### src/rtl/tws_pkg.sv
// Package for the timing wheel scheduler: item kinds, result codes and the
// command record passed from the front end to the back end. No dependencies.
`timescale 1ns / 1ps
`default_nettype none
package tws_pkg;

  typedef enum logic [1:0] {
    KIND_ADD    = 2'd0,
    KIND_REMOVE = 2'd1,
    KIND_TICK   = 2'd2,
    KIND_NONE   = 2'd3
  } kind_e;

  typedef enum logic [2:0] {
    ST_ADDED    = 3'd0,
    ST_REJECTED = 3'd1,
    ST_REMOVED  = 3'd2,
    ST_EXPIRED  = 3'd3,
    ST_DONE     = 3'd4
  } status_e;

  localparam int unsigned DelayW  = 24;
  localparam int unsigned PeriodW = 16;
  localparam int unsigned IdW     = 5;
  localparam int unsigned TickW   = 32;
  localparam logic [PeriodW-1:0] PeriodReset = 16'd10;

  // One classified command; quotient and ceiling flag come from the divider.
  typedef struct packed {
    kind_e              kind;
    logic [IdW-1:0]     id;
    logic [DelayW-1:0]  whole;
    logic               round_up;
    logic               neg;
  } cmd_t;

endpackage
`default_nettype wire

### src/rtl/tws_front.sv
// Front end: accepts items, divides add delays by the tick period
// (one quotient bit per cycle) and pushes commands into a small queue.
// Depends on tws_pkg.
`timescale 1ns / 1ps
`default_nettype none
module tws_front (
  input  wire logic                        clk_i,
  input  wire logic                        rst_ni,
  input  wire logic                        push,
  output logic                             full,
  input  wire logic [1:0]                  kind_i,
  input  wire logic [tws_pkg::IdW-1:0]     timer_id_i,
  input  wire logic [tws_pkg::DelayW-1:0]  delay_ms_i,
  input  wire logic [tws_pkg::PeriodW-1:0] period_i,
  output logic                             cmd_valid_o,
  input  wire logic                        cmd_ready_i,
  output tws_pkg::cmd_t                    cmd_o
);

  localparam int unsigned CntW = $clog2(tws_pkg::DelayW + 1);

  logic                        div_q, div_d;
  logic [CntW-1:0]             cnt_q;
  logic [tws_pkg::DelayW-1:0]  quo_q;
  logic [tws_pkg::PeriodW:0]   rem_q;
  logic [tws_pkg::PeriodW-1:0] div_by_q;
  logic [tws_pkg::IdW-1:0]     id_q;

  // two-entry queue
  tws_pkg::cmd_t fifo_q [2];
  logic          wr_q, rd_q;
  logic [1:0]    cnt_f_q;
  logic          enq;
  tws_pkg::cmd_t enq_cmd;
  logic          acc;
  logic [tws_pkg::PeriodW:0] trial;
  logic          fin;

  assign full  = div_q || (cnt_f_q == 2'd2);
  assign acc   = push && !full;

  assign trial = {rem_q[tws_pkg::PeriodW-1:0], quo_q[tws_pkg::DelayW-1]};
  assign fin   = div_q && (cnt_q == CntW'(1));

  always_comb begin
    enq = 1'b0;
    enq_cmd = '0;
    enq_cmd.kind = tws_pkg::kind_e'(kind_i);
    enq_cmd.id   = timer_id_i;
    enq_cmd.neg  = delay_ms_i[tws_pkg::DelayW-1];
    div_d = div_q;
    if (div_q) begin
      if (fin) begin
        div_d = 1'b0;
        enq = 1'b1;
        enq_cmd.kind = tws_pkg::KIND_ADD;
        enq_cmd.id = id_q;
        enq_cmd.neg = 1'b0;
        enq_cmd.whole = {quo_q[tws_pkg::DelayW-2:0], (trial >= {1'b0, div_by_q})};
        enq_cmd.round_up = ((trial >= {1'b0, div_by_q}) ? (trial - {1'b0, div_by_q})
                           : trial) != '0;
      end
    end else if (acc) begin
      if (kind_i == tws_pkg::KIND_ADD && !delay_ms_i[tws_pkg::DelayW-1]) begin
        div_d = 1'b1;
      end else if (kind_i != tws_pkg::KIND_NONE) begin
        enq = 1'b1;
      end
    end
  end

  always_ff @(posedge clk_i or negedge rst_ni) begin
    if (!rst_ni) begin
      div_q <= 1'b0;
      cnt_q <= '0;
    end else begin
      div_q <= div_d;
      if (!div_q && div_d) cnt_q <= CntW'(tws_pkg::DelayW);
      else if (div_q) cnt_q <= cnt_q - CntW'(1);
    end
  end

  // restoring division, one quotient bit per cycle
  always_ff @(posedge clk_i) begin
    if (!div_q && div_d) begin
      quo_q    <= delay_ms_i;
      rem_q    <= '0;
      div_by_q <= (period_i == '0) ? tws_pkg::PeriodW'(1) : period_i;
      id_q     <= timer_id_i;
    end else if (div_q) begin
      if (trial >= {1'b0, div_by_q}) begin
        rem_q <= trial - {1'b0, div_by_q};
        quo_q <= {quo_q[tws_pkg::DelayW-2:0], 1'b1};
      end else begin
        rem_q <= trial;
        quo_q <= {quo_q[tws_pkg::DelayW-2:0], 1'b0};
      end
    end
  end

  logic deq;
  assign cmd_valid_o = cnt_f_q != 2'd0;
  assign cmd_o = fifo_q[rd_q];
  assign deq = cmd_valid_o && cmd_ready_i;

  always_ff @(posedge clk_i or negedge rst_ni) begin
    if (!rst_ni) begin
      wr_q <= 1'b0;
      rd_q <= 1'b0;
      cnt_f_q <= '0;
    end else begin
      if (enq) wr_q <= ~wr_q;
      if (deq) rd_q <= ~rd_q;
      cnt_f_q <= cnt_f_q + {1'b0, enq} - {1'b0, deq};
    end
  end

  always_ff @(posedge clk_i) begin
    if (enq) fifo_q[wr_q] <= enq_cmd;
  end

endmodule
`default_nettype wire

### src/rtl/tws_back.sv
// Back end: timer table, wheel pointer, tick counter. Depends on tws_pkg.
// Runs commands; a tick scans one entry per cycle while the output is free.
`timescale 1ns / 1ps
`default_nettype none
module tws_back #(
  parameter int unsigned WHEEL_SLOTS = 64,
  parameter int unsigned MAX_TIMERS  = 32
) (
  input  wire logic                     clk_i,
  input  wire logic                     rst_ni,
  input  wire logic                     cmd_valid_i,
  output logic                          cmd_ready_o,
  input  wire tws_pkg::cmd_t            cmd_i,
  output logic                          res_valid_o,
  input  wire logic                     res_ready_i,
  output tws_pkg::status_e              res_status_o,
  output logic [tws_pkg::IdW-1:0]       res_id_o,
  output logic                          res_last_o
);

  localparam int unsigned SlotW = (WHEEL_SLOTS > 1) ? $clog2(WHEEL_SLOTS) : 1;
  localparam int unsigned TIdxW = (MAX_TIMERS > 1) ? $clog2(MAX_TIMERS) : 1;
  localparam int unsigned IdxW  = $clog2(MAX_TIMERS + 1);

  logic [MAX_TIMERS-1:0]    active_q;
  logic [SlotW-1:0]         slot_q [MAX_TIMERS];
  logic [tws_pkg::TickW-1:0] due_q [MAX_TIMERS];
  logic [SlotW-1:0]         ptr_q;
  logic [tws_pkg::TickW-1:0] ticks_q;
  logic                     scan_q;
  logic [IdxW-1:0]          idx_q;

  // result register
  logic                     rv_q;
  tws_pkg::status_e         rs_q;
  logic [tws_pkg::IdW-1:0]  rid_q;
  logic                     rl_q;

  assign res_valid_o  = rv_q;
  assign res_status_o = rs_q;
  assign res_id_o     = rid_q;
  assign res_last_o   = rl_q;

  logic out_free;
  assign out_free    = !rv_q || res_ready_i;
  assign cmd_ready_o = !scan_q && out_free;

  logic take;
  assign take = cmd_valid_i && cmd_ready_o;

  logic            id_ok;
  logic [TIdxW-1:0] cid;
  assign id_ok = {{(32-tws_pkg::IdW){1'b0}}, cmd_i.id} < MAX_TIMERS;
  assign cid   = TIdxW'(cmd_i.id);

  logic [TIdxW-1:0] sid;
  logic             hit;
  logic [tws_pkg::TickW-1:0] diff;
  assign sid  = TIdxW'(idx_q);
  assign diff = ticks_q - due_q[sid];
  assign hit  = active_q[sid] && slot_q[sid] == ptr_q && !diff[tws_pkg::TickW-1];

  logic [SlotW-1:0] add_slot;
  logic [SlotW+tws_pkg::DelayW:0] slot_sum;
  assign slot_sum = {{(tws_pkg::DelayW+1){1'b0}}, ptr_q}
                  + {{(SlotW+1){1'b0}}, cmd_i.whole};
  assign add_slot = SlotW'(slot_sum % WHEEL_SLOTS);

  logic [SlotW-1:0] ptr_next;
  assign ptr_next = (ptr_q == SlotW'(WHEEL_SLOTS - 1)) ? '0 : ptr_q + SlotW'(1);

  always_ff @(posedge clk_i or negedge rst_ni) begin
    if (!rst_ni) begin
      active_q <= '0;
      ptr_q    <= '0;
      ticks_q  <= '0;
      scan_q   <= 1'b0;
      idx_q    <= '0;
      rv_q     <= 1'b0;
    end else begin
      if (res_ready_i) rv_q <= 1'b0;
      if (scan_q && out_free) begin
        if (idx_q == IdxW'(MAX_TIMERS)) begin
          rv_q   <= 1'b1;
          scan_q <= 1'b0;
          ptr_q  <= ptr_next;
        end else begin
          if (hit) begin
            active_q[sid] <= 1'b0;
            rv_q <= 1'b1;
          end
          idx_q <= idx_q + IdxW'(1);
        end
      end else if (take) begin
        rv_q <= 1'b1;
        unique case (cmd_i.kind)
          tws_pkg::KIND_ADD: begin
            if (!cmd_i.neg && id_ok && !active_q[cid]) active_q[cid] <= 1'b1;
          end
          tws_pkg::KIND_REMOVE: begin
            if (id_ok) active_q[cid] <= 1'b0;
          end
          tws_pkg::KIND_TICK: begin
            ticks_q <= ticks_q + 32'd1;
            scan_q  <= 1'b1;
            idx_q   <= '0;
            rv_q    <= 1'b0;
          end
          default: rv_q <= 1'b0;
        endcase
      end
    end
  end

  always_ff @(posedge clk_i) begin
    if (scan_q && out_free) begin
      if (idx_q == IdxW'(MAX_TIMERS)) begin
        rs_q <= tws_pkg::ST_DONE; rid_q <= '0; rl_q <= 1'b1;
      end else begin
        rs_q <= tws_pkg::ST_EXPIRED; rid_q <= tws_pkg::IdW'(idx_q); rl_q <= 1'b0;
      end
    end else if (take) begin
      rid_q <= '0;
      rl_q  <= 1'b1;
      if (cmd_i.kind == tws_pkg::KIND_ADD) begin
        if (cmd_i.neg || !id_ok || active_q[cid]) begin
          rs_q <= tws_pkg::ST_REJECTED;
        end else begin
          rs_q <= tws_pkg::ST_ADDED;
          slot_q[cid] <= add_slot;
          due_q[cid]  <= ticks_q + tws_pkg::TickW'(cmd_i.whole)
                       + {31'd0, cmd_i.round_up};
        end
      end else begin
        rs_q <= tws_pkg::ST_REMOVED;
      end
    end
  end

endmodule
`default_nettype wire

### src/rtl/timing_wheel_scheduler.sv
// Timing wheel scheduler top: tws_front, tws_back and the tick period register.
// An add is divided in the front end, then queued; the front end accepts no
// new item while it divides. A tick scans every timer entry, then gives the
// done beat; no command is taken during the scan. An unpopped result holds
// back the ones behind it.
// Async active-low reset clears timers, pointer and tick count; period is 10 ms.
`timescale 1ns / 1ps
`default_nettype none
module timing_wheel_scheduler #(
  parameter int unsigned WHEEL_SLOTS = 64,
  parameter int unsigned MAX_TIMERS  = 32
) (
  input  wire logic                        clk_i,
  input  wire logic                        rst_ni,
  input  wire logic                        push,
  output logic                             full,
  input  wire logic [1:0]                  kind_i,
  input  wire logic [tws_pkg::IdW-1:0]     timer_id_i,
  input  wire logic signed [tws_pkg::DelayW-1:0] delay_ms_i,
  output logic                             empty,
  input  wire logic                        pop,
  output logic [2:0]                       status_o,
  output logic [tws_pkg::IdW-1:0]          expired_id_o,
  output logic                             last_o,
  input  wire logic                        cfg_valid_i,
  output logic                             cfg_ready_o,
  input  wire logic [tws_pkg::PeriodW-1:0] cfg_data_i
);

  logic [tws_pkg::PeriodW-1:0] period_q;
  logic                        cmd_valid, cmd_ready;
  tws_pkg::cmd_t               cmd;
  logic                        res_valid;
  tws_pkg::status_e            res_status;

  assign cfg_ready_o = 1'b1;

  always_ff @(posedge clk_i or negedge rst_ni) begin
    if (!rst_ni) period_q <= tws_pkg::PeriodReset;
    else if (cfg_valid_i && cfg_ready_o) period_q <= cfg_data_i;
  end

  tws_front u_front (
    .clk_i, .rst_ni, .push, .full, .kind_i, .timer_id_i,
    .delay_ms_i  (delay_ms_i),
    .period_i    (period_q),
    .cmd_valid_o (cmd_valid),
    .cmd_ready_i (cmd_ready),
    .cmd_o       (cmd)
  );

  tws_back #(.WHEEL_SLOTS(WHEEL_SLOTS), .MAX_TIMERS(MAX_TIMERS)) u_back (
    .clk_i, .rst_ni,
    .cmd_valid_i  (cmd_valid),
    .cmd_ready_o  (cmd_ready),
    .cmd_i        (cmd),
    .res_valid_o  (res_valid),
    .res_ready_i  (pop),
    .res_status_o (res_status),
    .res_id_o     (expired_id_o),
    .res_last_o   (last_o)
  );

  assign empty    = !res_valid;
  assign status_o = res_status;

endmodule
`default_nettype wire

### config.mk
export PLATFORM = sky130hd
export DESIGN_NAME = timing_wheel_scheduler
export DESIGN_NICKNAME = d
export VERILOG_FILES = /design/src/rtl/tws_pkg.sv /design/src/rtl/tws_front.sv /design/src/rtl/tws_back.sv /design/src/rtl/timing_wheel_scheduler.sv
export SDC_FILE = /design/constraint.sdc
export NUM_CORES = 2
export LEC_CHECK = 0
export BUFFER_PORTS_ARGS = -buffer_cell sky130_fd_sc_hd__buf_4
export CAP_MARGIN = 20
export CORE_ASPECT_RATIO = 1.25
export CORE_UTILIZATION = 50
export CTS_CLUSTER_DIAMETER = 200
export DETAILED_ROUTE_END_ITERATION = 6
export GPL_ROUTABILITY_DRIVEN = 0
export PLACE_DENSITY = 0.67
export REMOVE_ABC_BUFFERS = 1
export SLEW_MARGIN = 20
export SYNTH_ARGS = -nofsm -noshare
export SYNTH_HDL_FRONTEND = slang
export SYNTH_SLANG_ARGS = --single-unit
### constraint.sdc
create_clock -name clk_i -period 8.6 [get_ports clk_i]
set_clock_uncertainty 0.15 [all_clocks]
set_input_delay 0 -clock clk_i [delete_from_list [all_inputs] [get_ports clk_i]]
set_output_delay 0 -clock clk_i [all_outputs]
set_load 0.005 [all_outputs]
==> results.md <==
* Status: finished clean
* WL final at 163100 µm
* Largest net degree at the start of global routing at 67
* Mapped Area at 0.06072 mm²
* Synth Flop Type: edfxtp_1
* Hpwl dp at 88010 µm
* Async SR Flop Fraction at 0.07143
* CP arrival at 7.22 ns
* Gr ovfl total at 0
* Commonest cells in the netlist: 1336 x edfxtp_1, 253 x mux4_2, 198 x nand2_1
* Leakage at 24.02 nW
* Synth area leader: edfxtp_1
* Gr usage total at 0.2654
* CTS buffer count at 139
* Clock power share at 0.287
* I/O pins at 64
* Number of synthesized flops with an enable pin at 1336
* Pins Over Slew Limit at 0
* Worst Path Class, Setup: register to register
* Avg Synthesized Cell Area at 17.23 µm²
* WP data required at 9.09 ns
* H-tree Lvls at 4
* Synth area leaders: edfxtp_1 66%, mux4_2 9.4%, dfrtp_1 4.2%, mux2i_1 2.4%, ha_1 1.7%
* Final period utilization at 0.7822
* Net Sw Frac at 0.3052
* Fraction of power consumed by combinational cells at 0.280
* Hold WC Path Type: input port to register
* Layout cells sized above 1 at 0.2003
* CP delay by family, top: compound AO/OA/AOI/OAI gates
* Synth top area share at 0.6607
* Hold_buf cts at 137
* Routed vias/inst at 6.355
* CP max FO at 49
* Min cycle time layout at 6.727 ns
* P_int at 15.31 mW
* First-pass GRT wire length at 233100 µm
* Post-DR wirelength/cell at 29.82 µm
* Most common cell in the netlist: edfxtp_1
* Setup bufs post-CTS at 0
* Crit path cell chain: buf_4, mux4_2, a22o_1, a221oi_1, and3_1, ha_1, and4_1, a211oi_1, a21oi_1, or3_1, a221oi_4, o21ai_1, a2111oi_4, buf_4, o21ai_2, buf_4, a222oi_1
* Max-cap viol count at 0
* Max incr delay on CP at 0.97 ns
* Fin area at 0.07004 mm²
* Distinct cells, synth at 83
* Slew of the pin with the lowest slew margin at 1.147 ns
* Crit start category: register
* Worst slew margin at 0.2336
* Clock root buffer: clkbuf_16
* Synth Warn # at 0
* Fmax at 0.1487 GHz
* Cell Area, Placed at 0.06384 mm²
* Drt pass-1 iters at 6
* Clk buf depth at 3
* Post-synthesis register bit count at 1456
* Port Buffer Count at 62
* Clock latency on the worst-skew pair at 0.77 ns
* PwrDens at 314.5 mW/mm²
* Initial Util at 0.5055
* Crit-path most repeated cell: buf_4
* Row count at 142
* Sequential-to-total area share from yosys stat at 0.7089
* Die Area at 0.1228 mm²
* Synthesized instance count at 3523
* Die height at 391.6 µm
* Layout Nets at 3910
* NetSw at 6.723 mW
* Vias at 34750
* Part of the power in registers at 0.433
* # diodes at 0
* Setup violators final at 0
* # resized after CTS at 0
* Slowest cell on crit path: dfrtp_4
* Area growth syn-to-layout at 15.36%
* Die W at 313.7 µm
* Reg clk slew, reported paths at 0.07 ns
* Sink Count at 1456
* TritonCTS clock tree: built
* Fin. Hold Viols at 0
* Vias in the first global route at 33900
* Post-route ant nets at 0
* Iter 0 DRT Violations at 4063
* Peak VDD IR at 0.2427 mV
* Initial antenna violation count at 0
* Critical path buffers and inverters at 3
* Total core area at 0.1201 mm²
* Crit. End Element: register
* Drc violations at 0
* WHS at 0.06481 ns
* RSZ-0062 raised after global routing: no
## final cells by class
| type | count | area [µm²] |
|---|---|---|
| inverter | 81 | 304.0 |
| tap | 1584 | 1982 |
| multi-input combinational | 1782 | 17170 |
| clock buffer | 183 | 3885 |
| timing repair buffer | 310 | 2851 |
| clock inverter | 73 | 798.3 |
| sequential | 1456 | 43050 |
| fill | 8942 | 50060 |
## metrics by stage
step	setup WS (ns)	utilization	TNS (ns)	total power [mW]	instances
2_1_floorplan	-6.492	-	-271.39	14.79	3319
3_3_place_gp	2.053	0.5305	0	15.50	5070
3_5_place_dp	1.918	0.5315	0	15.66	5075
4_1_cts	1.880	0.5821	0	22.00	5468
5_1_grt	1.565	0.5832	0	22.80	5469
6_report	1.873	0.5832	0	22.03	5469
## worst min-delay path, cell delays in order
cell and delay, ns:
buf_4 0.22, mux2_2 0.19, dlygate4sd3_1 0.53
## sequential cells by signal, summed over array words and instances, names as in the netlist, 6 cells and up, named ones only
name              count
u_back.due_q       1024
period_q             16
u_back.slot_q       192
u_back.ptr_q          6
u_back.ticks_q       32
u_front.quo_q        24
u_back.idx_q          6
u_front.fifo_q       66
u_front.div_by_q     16
u_front.rem_q        16
## worst paths after layout
path                       slack [ns]            start  cells after the start                   end
setup / recovery                 1.87  u_back.idx_q[0]                     17              register
hold / removal                   0.06      cfg_valid_i                      3           period_q[1]
setup reg to reg                 1.87  u_back.idx_q[0]                     17              register
hold reg to reg                  0.33     period_q[13]                      0  u_front.div_by_q[13]
max in group asynchronous        7.31           rst_ni                      4    u_back.ticks_q[30]
min in group asynchronous        0.24           rst_ni                      3           period_q[1]
## placed cells by master, fill, tap and decap left out, types with 14 or more instances in the layout
cell              n
nor2_1          110
dfrtp_1          99
clkinv_1         17
a21oi_1          94
nor3_1           18
a21o_1           23
and2_1           29
edfxtp_1       1336
clkbuf_1         30
o22ai_1          64
o21ai_0          64
a22o_1           39
nor2_4           14
nand2_1         198
xnor2_1          34
xor2_1           20
bufinv_16        16
inv_1            80
a22oi_1          60
buf_4           157
ha_1             84
o21a_1           31
dfxtp_1          16
a221oi_1         60
mux4_2          253
nor3_2           22
and3_1           67
nand3_1          28
clkinv_2         27
clkbuf_16       148
mux2_2           52
mux2i_1         148
dlygate4sd3_1   136
nor4_1           27
nand4_1          25
## power by group through the flow
stage	clock [mW]	sequential [mW]	combinational (mW)
2_1_floorplan	0	10.0	4.78
3_3_place_gp	0	9.69	5.81
3_5_place_dp	0	9.69	5.96
4_1_cts	6.37	9.54	6.09
5_1_grt	6.61	9.58	6.62
6_report	6.31	9.54	6.17
## logic make-up (layout without fill, tap and decap cells)
kind of cell	count (synthesis)	after routing	share of synthesized area
flops	1456	1456	0.7089
buf+inv	285	647	0.01857
simple gates	628	628	0.05205
other cells	1	1	0.00006176
compound gates	533	533	0.06225
fa+ha+maj	88	88	0.01863
mux	453	453	0.1279
xor+xnor	79	79	0.01162
## routing by layer
layer	vias to the layer above	wire, µm	global-route usage
met5	-	0	0
met4	0	5893	0.1006
met3	317	11970	0.03827
met2	1648	82620	0.4501
met1	18120	62600	0.3476
li1	14670	-	-
Note: power is estimated with default switching activity, not from simulation.
